**config.mk**
```make
export PLATFORM = sky130hd
export DESIGN_NAME = tail_drop_packet_buffer
export DESIGN_NICKNAME = d
export VERILOG_FILES = /design/src/rtl/tdpb_pkg.sv /design/src/rtl/tail_drop_packet_buffer.sv /design/src/rtl/tdpb_ram.sv /design/src/rtl/tdpb_ctrl.sv /design/src/rtl/tdpb_datapath.sv
export SDC_FILE = /design/constraint.sdc
export NUM_CORES = 2
export LEC_CHECK = 0
export BUFFER_PORTS_ARGS = -buffer_cell sky130_fd_sc_hd__buf_2
export CAP_MARGIN = 25
export CORE_MARGIN = 5
export CORE_UTILIZATION = 60
export DETAILED_ROUTE_END_ITERATION = 12
export PLACE_DENSITY = 0.83
export SLEW_MARGIN = 20
export SYNTH_ARGS = -nofsm -noshare
export SYNTH_HDL_FRONTEND = slang
export SYNTH_SLANG_ARGS = --single-unit
```
**constraint.sdc**
```tcl
create_clock -name clk -period 8.1 [get_ports clk]
set_input_delay 1.215 -clock clk [delete_from_list [all_inputs] [get_ports clk]]
set_output_delay 1.215 -clock clk [all_outputs]
set_load 0.05 [all_outputs]
```
**src/rtl/tdpb_pkg.sv**
```systemverilog
`timescale 1ns / 1ps
// ----------------------------------------------------------------------------
// tdpb_pkg
// Shared constants, types and helpers for the tail-drop packet buffer.
// ----------------------------------------------------------------------------
package tdpb_pkg;

    localparam int BUFFER_DEPTH = 64;
    localparam int PTR_W        = (BUFFER_DEPTH > 1) ? $clog2(BUFFER_DEPTH) : 1;
    localparam int OCC_W        = $clog2(BUFFER_DEPTH + 1);

    localparam int CFG_W  = 7;
    localparam int ARR_W  = 31;
    localparam int DUR_W  = 16;
    localparam int TIME_W = 32;

    localparam logic [CFG_W-1:0] BUFFER_SIZE_RESET = 7'd64;

    localparam int ADDR_W = 3;
    localparam logic REG_BUFFER_SIZE = 1'b0;

    typedef struct packed {
        logic load;
        logic pop;
        logic push;
        logic drop;
    } dp_cmd_t;

    typedef struct packed {
        logic             head_expired;
        logic             full;
        logic [OCC_W-1:0] occ;
    } dp_stat_t;

    function automatic logic [PTR_W-1:0] next_ptr(input logic [PTR_W-1:0] p);
        logic [PTR_W-1:0] r;
        if (p == PTR_W'(BUFFER_DEPTH - 1))
            r = '0;
        else
            r = p + PTR_W'(1);
        return r;
    endfunction

endpackage

```
**src/rtl/tail_drop_packet_buffer.sv**
```systemverilog
`timescale 1ns / 1ps
// ----------------------------------------------------------------------------
// tail_drop_packet_buffer
// Single-server FIFO with tail drop: reports start tick or drop per packet.
//
//   Port group   Handshake            Payload
//   ----------   ------------------   ------------------------------------
//   input        start & !busy        arrival_time[30:0], duration[15:0]
//   result       done (1 cycle)       dropped, start_time[31:0]
//   config       APB write, pready=1  buffer_size[6:0] at byte address 0
//
// Each packet is loaded, finished packets are retired from the head one per
// cycle through the FIFO RAM read port, then it is queued or dropped; done follows.
// Reset: queue empty, buffer_size = 64; FIFO RAM is not cleared.
// The result receiver cannot stall; done is a one-cycle strobe.
// ----------------------------------------------------------------------------
module tail_drop_packet_buffer
    import tdpb_pkg::*;
(
    input  logic              clk,
    input  logic              rst_n,
    input  logic              start,
    output logic              busy,
    input  logic [ARR_W-1:0]  arrival_time,
    input  logic [DUR_W-1:0]  duration,
    output logic              done,
    output logic              dropped,
    output logic [TIME_W-1:0] start_time,
    input  logic              psel,
    input  logic              penable,
    input  logic              pwrite,
    input  logic [ADDR_W-1:0] paddr,
    input  logic [31:0]       pwdata,
    output logic [31:0]       prdata,
    output logic              pready
);

    logic [CFG_W-1:0] buffer_size_reg;
    logic             cfg_write;
    dp_cmd_t          cmd;
    dp_stat_t         stat;

    assign pready    = 1'b1;
    assign cfg_write = psel & penable & pwrite & pready;

    always_ff @(posedge clk or negedge rst_n)
    begin
        if (!rst_n)
        begin
            buffer_size_reg <= BUFFER_SIZE_RESET;
        end
        else if (cfg_write && (paddr[2] == REG_BUFFER_SIZE))
        begin
            buffer_size_reg <= pwdata[CFG_W-1:0];
        end
    end

    assign prdata = (paddr[2] == REG_BUFFER_SIZE) ? 32'(buffer_size_reg) : '0;

    tdpb_ctrl u_ctrl (
        .clk   (clk),
        .rst_n (rst_n),
        .start (start),
        .stat  (stat),
        .cmd   (cmd),
        .busy  (busy)
    );

    tdpb_datapath u_datapath (
        .clk          (clk),
        .rst_n        (rst_n),
        .cmd          (cmd),
        .arrival_time (arrival_time),
        .duration     (duration),
        .buffer_size  (buffer_size_reg),
        .stat         (stat),
        .done         (done),
        .dropped      (dropped),
        .start_time   (start_time)
    );

    a_accept_goes_busy: assert property (@(posedge clk) disable iff (!rst_n)
        (start && !busy) |=> busy)
        else $error("accepted transaction did not enter processing");

    a_done_when_idle: assert property (@(posedge clk) disable iff (!rst_n)
        done |-> !busy)
        else $error("result strobe while still processing");

    a_occ_bounded: assert property (@(posedge clk) disable iff (!rst_n)
        32'(stat.occ) <= 32'(BUFFER_DEPTH))
        else $error("occupancy exceeds buffer depth");

    a_drop_zero_start: assert property (@(posedge clk) disable iff (!rst_n)
        (done && dropped) |-> (start_time == '0))
        else $error("dropped transaction reports nonzero start time");

    a_single_result: assert property (@(posedge clk) disable iff (!rst_n)
        done |=> !done)
        else $error("two results for one transaction");

endmodule

```
**src/rtl/tdpb_ram.sv**
```systemverilog
`timescale 1ns / 1ps
// ----------------------------------------------------------------------------
// tdpb_ram
// Generic simple dual-port RAM, one write port, one registered read port.
// ----------------------------------------------------------------------------
module tdpb_ram #(
    parameter int WIDTH = 32,
    parameter int DEPTH = 64
) (
    input  logic                                       clk,
    input  logic                                       we,
    input  logic [((DEPTH > 1) ? $clog2(DEPTH) : 1)-1:0] waddr,
    input  logic [WIDTH-1:0]                           wdata,
    input  logic [((DEPTH > 1) ? $clog2(DEPTH) : 1)-1:0] raddr,
    output logic [WIDTH-1:0]                           rdata
);

    logic [WIDTH-1:0] mem [DEPTH];

    always_ff @(posedge clk)
    begin
        if (we)
        begin
            mem[waddr] <= wdata;
        end
        rdata <= mem[raddr];
    end

endmodule

```
**src/rtl/tdpb_ctrl.sv**
```systemverilog
`timescale 1ns / 1ps
// ----------------------------------------------------------------------------
// tdpb_ctrl
// Sequencer: accepts a packet, drains expired entries, then drops or queues.
// ----------------------------------------------------------------------------
module tdpb_ctrl
    import tdpb_pkg::*;
(
    input  logic     clk,
    input  logic     rst_n,
    input  logic     start,
    input  dp_stat_t stat,
    output dp_cmd_t  cmd,
    output logic     busy
);

    localparam logic ST_IDLE  = 1'b0;
    localparam logic ST_CHECK = 1'b1;

    logic state_reg;
    logic state_next;

    always_ff @(posedge clk or negedge rst_n)
    begin
        if (!rst_n)
        begin
            state_reg <= ST_IDLE;
        end
        else
        begin
            state_reg <= state_next;
        end
    end

    always_comb
    begin
        cmd        = '0;
        state_next = state_reg;
        case (state_reg)
            ST_IDLE:
            begin
                if (start)
                begin
                    cmd.load   = 1'b1;
                    state_next = ST_CHECK;
                end
            end
            ST_CHECK:
            begin
                if (stat.head_expired)
                begin
                    cmd.pop = 1'b1;
                end
                else if (stat.full)
                begin
                    cmd.drop   = 1'b1;
                    state_next = ST_IDLE;
                end
                else
                begin
                    cmd.push   = 1'b1;
                    state_next = ST_IDLE;
                end
            end
            default:
            begin
                state_next = ST_IDLE;
            end
        endcase
    end

    assign busy = (state_reg == ST_CHECK);

endmodule

```
**src/rtl/tdpb_datapath.sv**
```systemverilog
`timescale 1ns / 1ps
// ----------------------------------------------------------------------------
// tdpb_datapath
// Finish-time FIFO, pointers, occupancy, start/finish arithmetic, result regs.
// ----------------------------------------------------------------------------
module tdpb_datapath
    import tdpb_pkg::*;
(
    input  logic              clk,
    input  logic              rst_n,
    input  dp_cmd_t           cmd,
    input  logic [ARR_W-1:0]  arrival_time,
    input  logic [DUR_W-1:0]  duration,
    input  logic [CFG_W-1:0]  buffer_size,
    output dp_stat_t          stat,
    output logic              done,
    output logic              dropped,
    output logic [TIME_W-1:0] start_time
);

    logic [PTR_W-1:0]  head_reg,        head_next;
    logic [PTR_W-1:0]  tail_reg,        tail_next;
    logic [OCC_W-1:0]  occ_reg,         occ_next;
    logic [ARR_W-1:0]  arrival_reg;
    logic [TIME_W-1:0] start_cand_reg;
    logic [TIME_W-1:0] finish_reg;
    logic [TIME_W-1:0] last_finish_reg;
    logic              done_reg;
    logic              dropped_reg;
    logic [TIME_W-1:0] start_time_reg;

    logic [TIME_W-1:0] arrival_ext;
    logic [TIME_W-1:0] start_cand;
    logic [TIME_W:0]   finish_sum;
    logic [TIME_W-1:0] finish_sat;
    logic [31:0]       limit_wide;
    logic [OCC_W-1:0]  limit;
    logic [PTR_W-1:0]  raddr;
    logic [TIME_W-1:0] head_finish;

    assign arrival_ext = {1'b0, arrival_time};
    assign start_cand  = ((occ_reg != '0) && (last_finish_reg > arrival_ext))
                         ? last_finish_reg : arrival_ext;
    assign finish_sum  = {1'b0, start_cand} + (TIME_W + 1)'(duration);
    assign finish_sat  = finish_sum[TIME_W] ? '1 : finish_sum[TIME_W-1:0];

    always_comb
    begin
        if (buffer_size == '0)
            limit_wide = 32'd1;
        else if (32'(buffer_size) > 32'(BUFFER_DEPTH))
            limit_wide = 32'(BUFFER_DEPTH);
        else
            limit_wide = 32'(buffer_size);
    end
    assign limit = limit_wide[OCC_W-1:0];

    assign raddr = cmd.pop ? next_ptr(head_reg) : head_reg;

    tdpb_ram #(
        .WIDTH (TIME_W),
        .DEPTH (BUFFER_DEPTH)
    ) u_fifo_ram (
        .clk   (clk),
        .we    (cmd.push),
        .waddr (tail_reg),
        .wdata (finish_reg),
        .raddr (raddr),
        .rdata (head_finish)
    );

    assign stat.head_expired = (occ_reg != '0) && (head_finish <= {1'b0, arrival_reg});
    assign stat.full         = (occ_reg >= limit);
    assign stat.occ          = occ_reg;

    always_comb
    begin
        head_next = head_reg;
        tail_next = tail_reg;
        occ_next  = occ_reg;
        if (cmd.pop)
        begin
            head_next = next_ptr(head_reg);
            occ_next  = occ_reg - OCC_W'(1);
        end
        else if (cmd.push)
        begin
            tail_next = next_ptr(tail_reg);
            occ_next  = occ_reg + OCC_W'(1);
        end
    end

    always_ff @(posedge clk or negedge rst_n)
    begin
        if (!rst_n)
        begin
            head_reg <= '0;
            tail_reg <= '0;
            occ_reg  <= '0;
            done_reg <= 1'b0;
        end
        else
        begin
            head_reg <= head_next;
            tail_reg <= tail_next;
            occ_reg  <= occ_next;
            done_reg <= cmd.push | cmd.drop;
        end
    end

    always_ff @(posedge clk)
    begin
        if (cmd.load)
        begin
            arrival_reg    <= arrival_time;
            start_cand_reg <= start_cand;
            finish_reg     <= finish_sat;
        end
        if (cmd.push)
        begin
            last_finish_reg <= finish_reg;
        end
        if (cmd.push | cmd.drop)
        begin
            dropped_reg    <= cmd.drop;
            start_time_reg <= cmd.drop ? '0 : start_cand_reg;
        end
    end

    assign done       = done_reg;
    assign dropped    = dropped_reg;
    assign start_time = start_time_reg;

endmodule
```
Word-level counts from Yosys, hierarchy flattened
Memories as Yosys holds them, arrays and structs flattened. A register that Yosys moved wholly into a read port is not among the register bits.
Cells that the tools add are included.
- logic and storage cells: 56
- input bits: 88
- output and inout bits: 68
- memories: 1
- bits in writable memories: 2048
- register bits after elaboration: 188
- memories (memory ; words ; bits a word ; read ports ; clocked after Yosys merged registers in ; wr ports ; line ; RTL):
    u_datapath.u_fifo_ram.mem ; 64 ; 32 ; 1 ; 1 ; 1 ; tdpb_ram.sv:18 ; logic [WIDTH-1:0] mem [DEPTH];
- add/sub/neg operators: 5
- reduce and logical (&&, ||, !) cells: 7
- bitwise operators: 6
- equality and inequality tests: 2
- $lt $le $gt $ge: 4
- mux-type cells: 19
- operator list (kind ; number):
    $mux 7 ; 5
    $add 32x16->33 ; 1
    $gt 32x31->1 ; 1
    $le 32x31->1 ; 1
    $mux 32 ; 1
    $mux 6 ; 3
    $add 6x1->6 const B ; 2
    $eq 6x6->1 const B ; 2
    $add 7x1->7 const B ; 1
    $ge 7x7->1 ; 1
    $gt 7x7->1 const B ; 1
    $logic_not 7->1 ; 1
    $mux 1 ; 7
    $reduce_bool 7->1 ; 1
    $sub 7x1->7 const B ; 1
    $logic_and 1x1->1 ; 3
    $mux 3 ; 1
    $not 1->1 ; 3
    $and 1x1->1 ; 2
    $mux 2 ; 1
    $pmux 1 s2 ; 1
    $reduce_and 2->1 ; 1
    $reduce_bool 2->1 ; 1
    $or 1x1->1 ; 1

Depth between registers and ports, before layout
- word-level depth: 9
- depth in mapped cells: 28

Cells and area by module
Synthesis repeated with hierarchy kept, for this count alone.
- cells, all modules: 4214
- area total of the unflattened synthesis: 88805.2 sq um
- modules (own cells, without submodules) (module ; sequential area each (sq um) ; cells an instance ; area an instance (sq um) ; times used):
    tdpb_ram ; 62139.6 ; 3324 ; 78515.3 ; 1
    tdpb_datapath ; 5305.1 ; 834 ; 9668.0 ; 1
    tail_drop_packet_buffer ; 176.4 ; 50 ; 543.0 ; 1
    tdpb_ctrl ; 25.0 ; 6 ; 78.8 ; 1

Worst setup path after synthesis
Ideal clock, no wire load.
- kind: register to register
- start point: register u_datapath.arrival_reg[7]
- end point: memory u_datapath.u_fifo_ram.mem[59][0], enable pin
- required time: 7.679 ns
- path buffers: 0
- stages on the path, launching flop included: 13
- library setup time: 0.421 ns
- data arrival time: 6.539 ns
- slack: 1.140 ns
- cell sequence: edfxtp_1 inv_1 ha_1 nand4_1 a2111oi_4 o41ai_4 nand3_1 nand2_1 a21boi_0 nand2_1 nor2_1 nand3_1 nor2_1
- word-level cells in the longest chain between the ends: 6
- RTL lines (what ; line ; RTL):
    start: declaration ; tdpb_datapath.sv:24 ; logic [ARR_W-1:0] arrival_reg;
    start signal: assignment ; tdpb_datapath.sv:115 ; arrival_reg <= arrival_time;
    $le 32x31->1 ; tdpb_datapath.sv:72 ; assign stat.head_expired = (occ_reg != '0) && (head_finish <= {1'b0, arrival_reg});
    $logic_and 1x1->1 ; tdpb_datapath.sv:72 ;
    $mux 2 ; tdpb_ctrl.sv:50 ; if (stat.head_expired)
    $mux 3 ; tdpb_ctrl.sv:39 ; case (state_reg)
    $mux 1 ; tdpb_ram.sv:22 ; if (we)
    $mux 1 (implied by the code) ; tdpb_ram.sv:24 ; mem[waddr] <= wdata;
    end: declaration ; tdpb_ram.sv:18 ;
No other way between the ends.

Worst setup path after layout
- start point: input arrival_time[26]
- end point: register u_datapath.finish_reg[14], data pin
- word-level cells in the longest chain between the ends: 4
- RTL lines (what ; line ; RTL):
    start: declaration ; tail_drop_packet_buffer.sv:24 ; input logic [ARR_W-1:0] arrival_time,
    $gt 32x31->1 ; tdpb_datapath.sv:42 ; assign start_cand = ((occ_reg != '0) && (last_finish_reg > arrival_ext))
    $logic_and 1x1->1 ; tdpb_datapath.sv:42 ;
    $mux 32 ; tdpb_datapath.sv:43 ; ? last_finish_reg : arrival_ext;
    via u_datapath.start_cand[0] ; tdpb_datapath.sv:33 ; logic [TIME_W-1:0] start_cand;
    $add 32x16->33 ; tdpb_datapath.sv:44 ; assign finish_sum = {1'b0, start_cand} + (TIME_W + 1)'(duration);
    end signal: assignment ; tdpb_datapath.sv:117 ; finish_reg <= finish_sat;
    end: declaration ; tdpb_datapath.sv:26 ; logic [TIME_W-1:0] finish_reg;
The timed path passes the listed nets, and every way through them passes these cells.
A chain may end at the register's enable or synchronous reset.

==> impl_results.md <==
- CTS-repair resized insts: 0
- Num CTS Buffers: 214
- Area grow syn2layout: 11.2%
- Crit. End Element: flip-flop
- Root Driver: clkbuf_16
- Post-synth cell types: 89
- Post-synth EDFFs: 2208
- Hold Path End: u_datapath.last_finish_reg[10]
- Ys flop type: edfxtp_1
- Post-synth top area share: 0.722
- Critical path class: in -> reg
- H-Tree Depth: 4
- Most used cell, CP: a21oi_1
- F_max: 150 MHz
- Post-synth top area cell: edfxtp_1
- Power Total: 41.1 mW
- Initial DRT Pass Iterations: 7
- Post-DP Area: 95200 um^2
- Design Area, Final: 102000 um^2
- Wire per inst: 30.1 um
- Die Span X: 401 um
- Worst EP arrival: 7.25 ns
- TritonCTS sink count: 2268
- Worst Path Required: 8.69 ns
- Leakage power: 35.3 nW
- Fillers: 9272
- Number of flip-flops in the largest register: 2048
- VDD IR max: 479 uV
- Pwr Density: 402 nW/um^2
- Largest Register: u_datapath.u_fifo_ram.mem
- Port Buf Inserts: 102
- Syn Area/Cell: 15.9 um^2
- Setup violators final: 0
- Most frequent cell after synthesis: edfxtp_1
- CTS tree: built
- Status: completed
- Nets: 6113
- Final core occ: 0.672
- Total grt overflow: 0
- Deepest clock path buffer count: 3
- Reg2Reg Depth: 23
- FF-to-FF End: u_datapath.finish_reg[14]
- Skew final: 0.0437 ns
- Dominant cells by area after synthesis: edfxtp_1, mux2i_1, nand2_1, mux4_2, o221a_2
- Die Y-Extent: 401 um
- Clock Latency Late Sink: 0.85 ns
- Via count: 55600
- Share of synthesized registers carrying an async set or reset: 0.0123
- Residual DRC: 0
- Synth Area in Compound Gates: 0.0748
- Reg2reg setup slack: 1.53 ns
- Total track usage: 0.298
- Hold WS: 0.478 ns
- Starting Density: 0.604
- Mapped Cells: 5788
- Max Slew Vio Count: 0
- Origin of the critical flop-to-flop path: u_datapath.last_finish_reg[25]
- Simple-gate area share of the yosys netlist: 0.0709
- Post-Synth XOR/XNOR Area: 0.00295
- Die Area: 161000 um^2
- Syn. warnings: 0
- Period Utilization, post-route: 0.823
- Slew @ Worst Pin: 1.16 ns
- Share of cells above drive strength 1: 0.161
- Worst hold path type: reg -> reg
- Vias in the first global route: 54900
- Post-route minimum period: 6.66 ns
- DRT iter0 DRCs: 9281
- Hold path depth: 0
- Largest family of logic cells by synthesized area: multiplexers
- Setup Buffers After CTS: 0
- RSZ-0062 raised after global routing: false
- Crit-path max cell delay: 0.46 ns
- Min-Delay Startpoint: u_datapath.finish_reg[10]
- Drt total wl: 245000 um
- Commonest cells post-synth: edfxtp_1, nand2_1, mux2i_1
- IO Count: 156
- Row count: 143
- Max-Cap Viols: 0
- Setup TNS: 0 ns
- Mux contribution to synthesized area: 0.0757
- CP max-delay cell: or4_4
- Post-Syn Area: 91900 um^2
- CP max FO: 25
- RePlAce Congestion: 0.907
- CP Launch Type: primary input
- Post-DP HPWL: 134000 um
- Vias per cell: 6.83
- Sequential-to-total area share from yosys stat: 0.736
- Initial antenna violation count: 14
- Final ANT Viol Nets: 0
- Global-route wire length before repair: 356000 um
- Worst rel slew slack: 0.226
- Largest net degree at the start of global routing: 152
- Hold Vio Cnt, Final: 0
- Synth Register Bits: 2268
- Synth Area in Adders: 0.0130
- Hold_buf cts: 0
- Clk pin slew, worst setup/hold paths: 0.06 ns
- Core Area: 152000 um^2
[through the flow]
stage	setup WS, ns	std cells
after floorplan	1.14	5812
after global placement	0.837	7727
after detailed placement	0.692	7740
after CTS	1.56	8137
after global routing	1.12	8142
final	1.44	8144
[worst max path at each step]
stage                              startpoint                          endpoint  slack [ns]  cells past startpoint
floorplan           u_datapath.arrival_reg[7]  u_datapath.u_fifo_ram.mem[59][0]        1.14                     12
global placement             arrival_time[26]         u_datapath.finish_reg[14]        0.84                     25
detailed placement           arrival_time[26]         u_datapath.finish_reg[14]        0.69                     25
CTS                          arrival_time[26]         u_datapath.finish_reg[14]        1.56                     25
global route                 arrival_time[26]         u_datapath.finish_reg[14]        1.12                     25
finish                       arrival_time[26]         u_datapath.finish_reg[14]        1.44                     25
[critical path, delay by kind of cell]
| kind | cells | cell delay (ns) |
|---|---|---|
| compound gates | 12 | 2.82 |
| simple gates | 6 | 1.45 |
| fa+ha+maj | 3 | 0.97 |
| buf+inv | 3 | 0.39 |
| mux | 1 | 0.37 |
[cell type report]
| cell class | count | area (um^2) | area share |
|---|---|---|---|
| Antenna cell | 2 | 5.00 | 0.0000490 |
| Timing Repair Buffer | 270 | 2290 | 0.0224 |
| Clock buffer | 276 | 5740 | 0.0562 |
| Multi-Input combinational cell | 3090 | 22500 | 0.220 |
| Tap cell | 2030 | 2540 | 0.0249 |
| Sequential cell | 2268 | 67600 | 0.662 |
| Clock inverter | 121 | 1130 | 0.0110 |
| Inverter | 87 | 337 | 0.00329 |
[where the power goes]
| part | leakage [nW] | internal [mW] | total, mW | switching [mW] |
|---|---|---|---|---|
| Clock | 3.37 | 5.57 | 9.86 | 4.29 |
| Combinational | 11.4 | 5.18 | 16.1 | 10.9 |
| Sequential | 20.5 | 14.8 | 15.1 | 0.381 |
| Total | 35.3 | 25.5 | 41.1 | 15.6 |
[layout by cell type (no fill, tap or decap), types with 23 or more instances in the layout]
cell / n
edfxtp_1: 2208
nand2_1: 870
mux2i_1: 388
o21ai_0: 238
a21oi_1: 237
nand3_1: 221
clkbuf_16: 218
buf_4: 132
mux4_2: 128
o221a_2: 120
buf_2: 102
ha_1: 92
inv_1: 82
and3_1: 74
nor2_4: 66
clkbuf_1: 51
nand4_1: 46
clkinv_2: 45
nor2b_1: 44
clkinv_1: 41
o221a_1: 40
nor2_1: 39
o211ai_1: 35
o21ai_1: 35
nor3_2: 32
o221ai_1: 32
a311oi_1: 32
o32ai_1: 32
a22oi_1: 32
dfxtp_1: 32
o311ai_0: 30
a2111oi_0: 28
dfrtp_1: 27
conb_1: 26
buf_12: 23
[routing by layer]
| layer | GRT usage | vias to the layer above | share of wire |
|---|---|---|---|
| met4 | 0.149 | 6 | 0.058 |
| met2 | 0.464 | 4516 | 0.46 |
| met1 | 0.391 | 27500 | 0.34 |
| met3 | 0.0841 | 829 | 0.14 |
| li1 | - | 22800 | - |
| met5 | 0 | - | 0.00014 |
[cells by family after synthesis]
logic type	Yosys count
buffers and inverters	454
AND/OR/NAND/NOR	1444
flip-flops	2268
multiplexers	533
AO/OA/AOI/OAI	962
adder cells (fa/ha/maj)	94
other	2
XOR/XNOR	31
No activity file was read; power rests on OpenSTA's default activity.
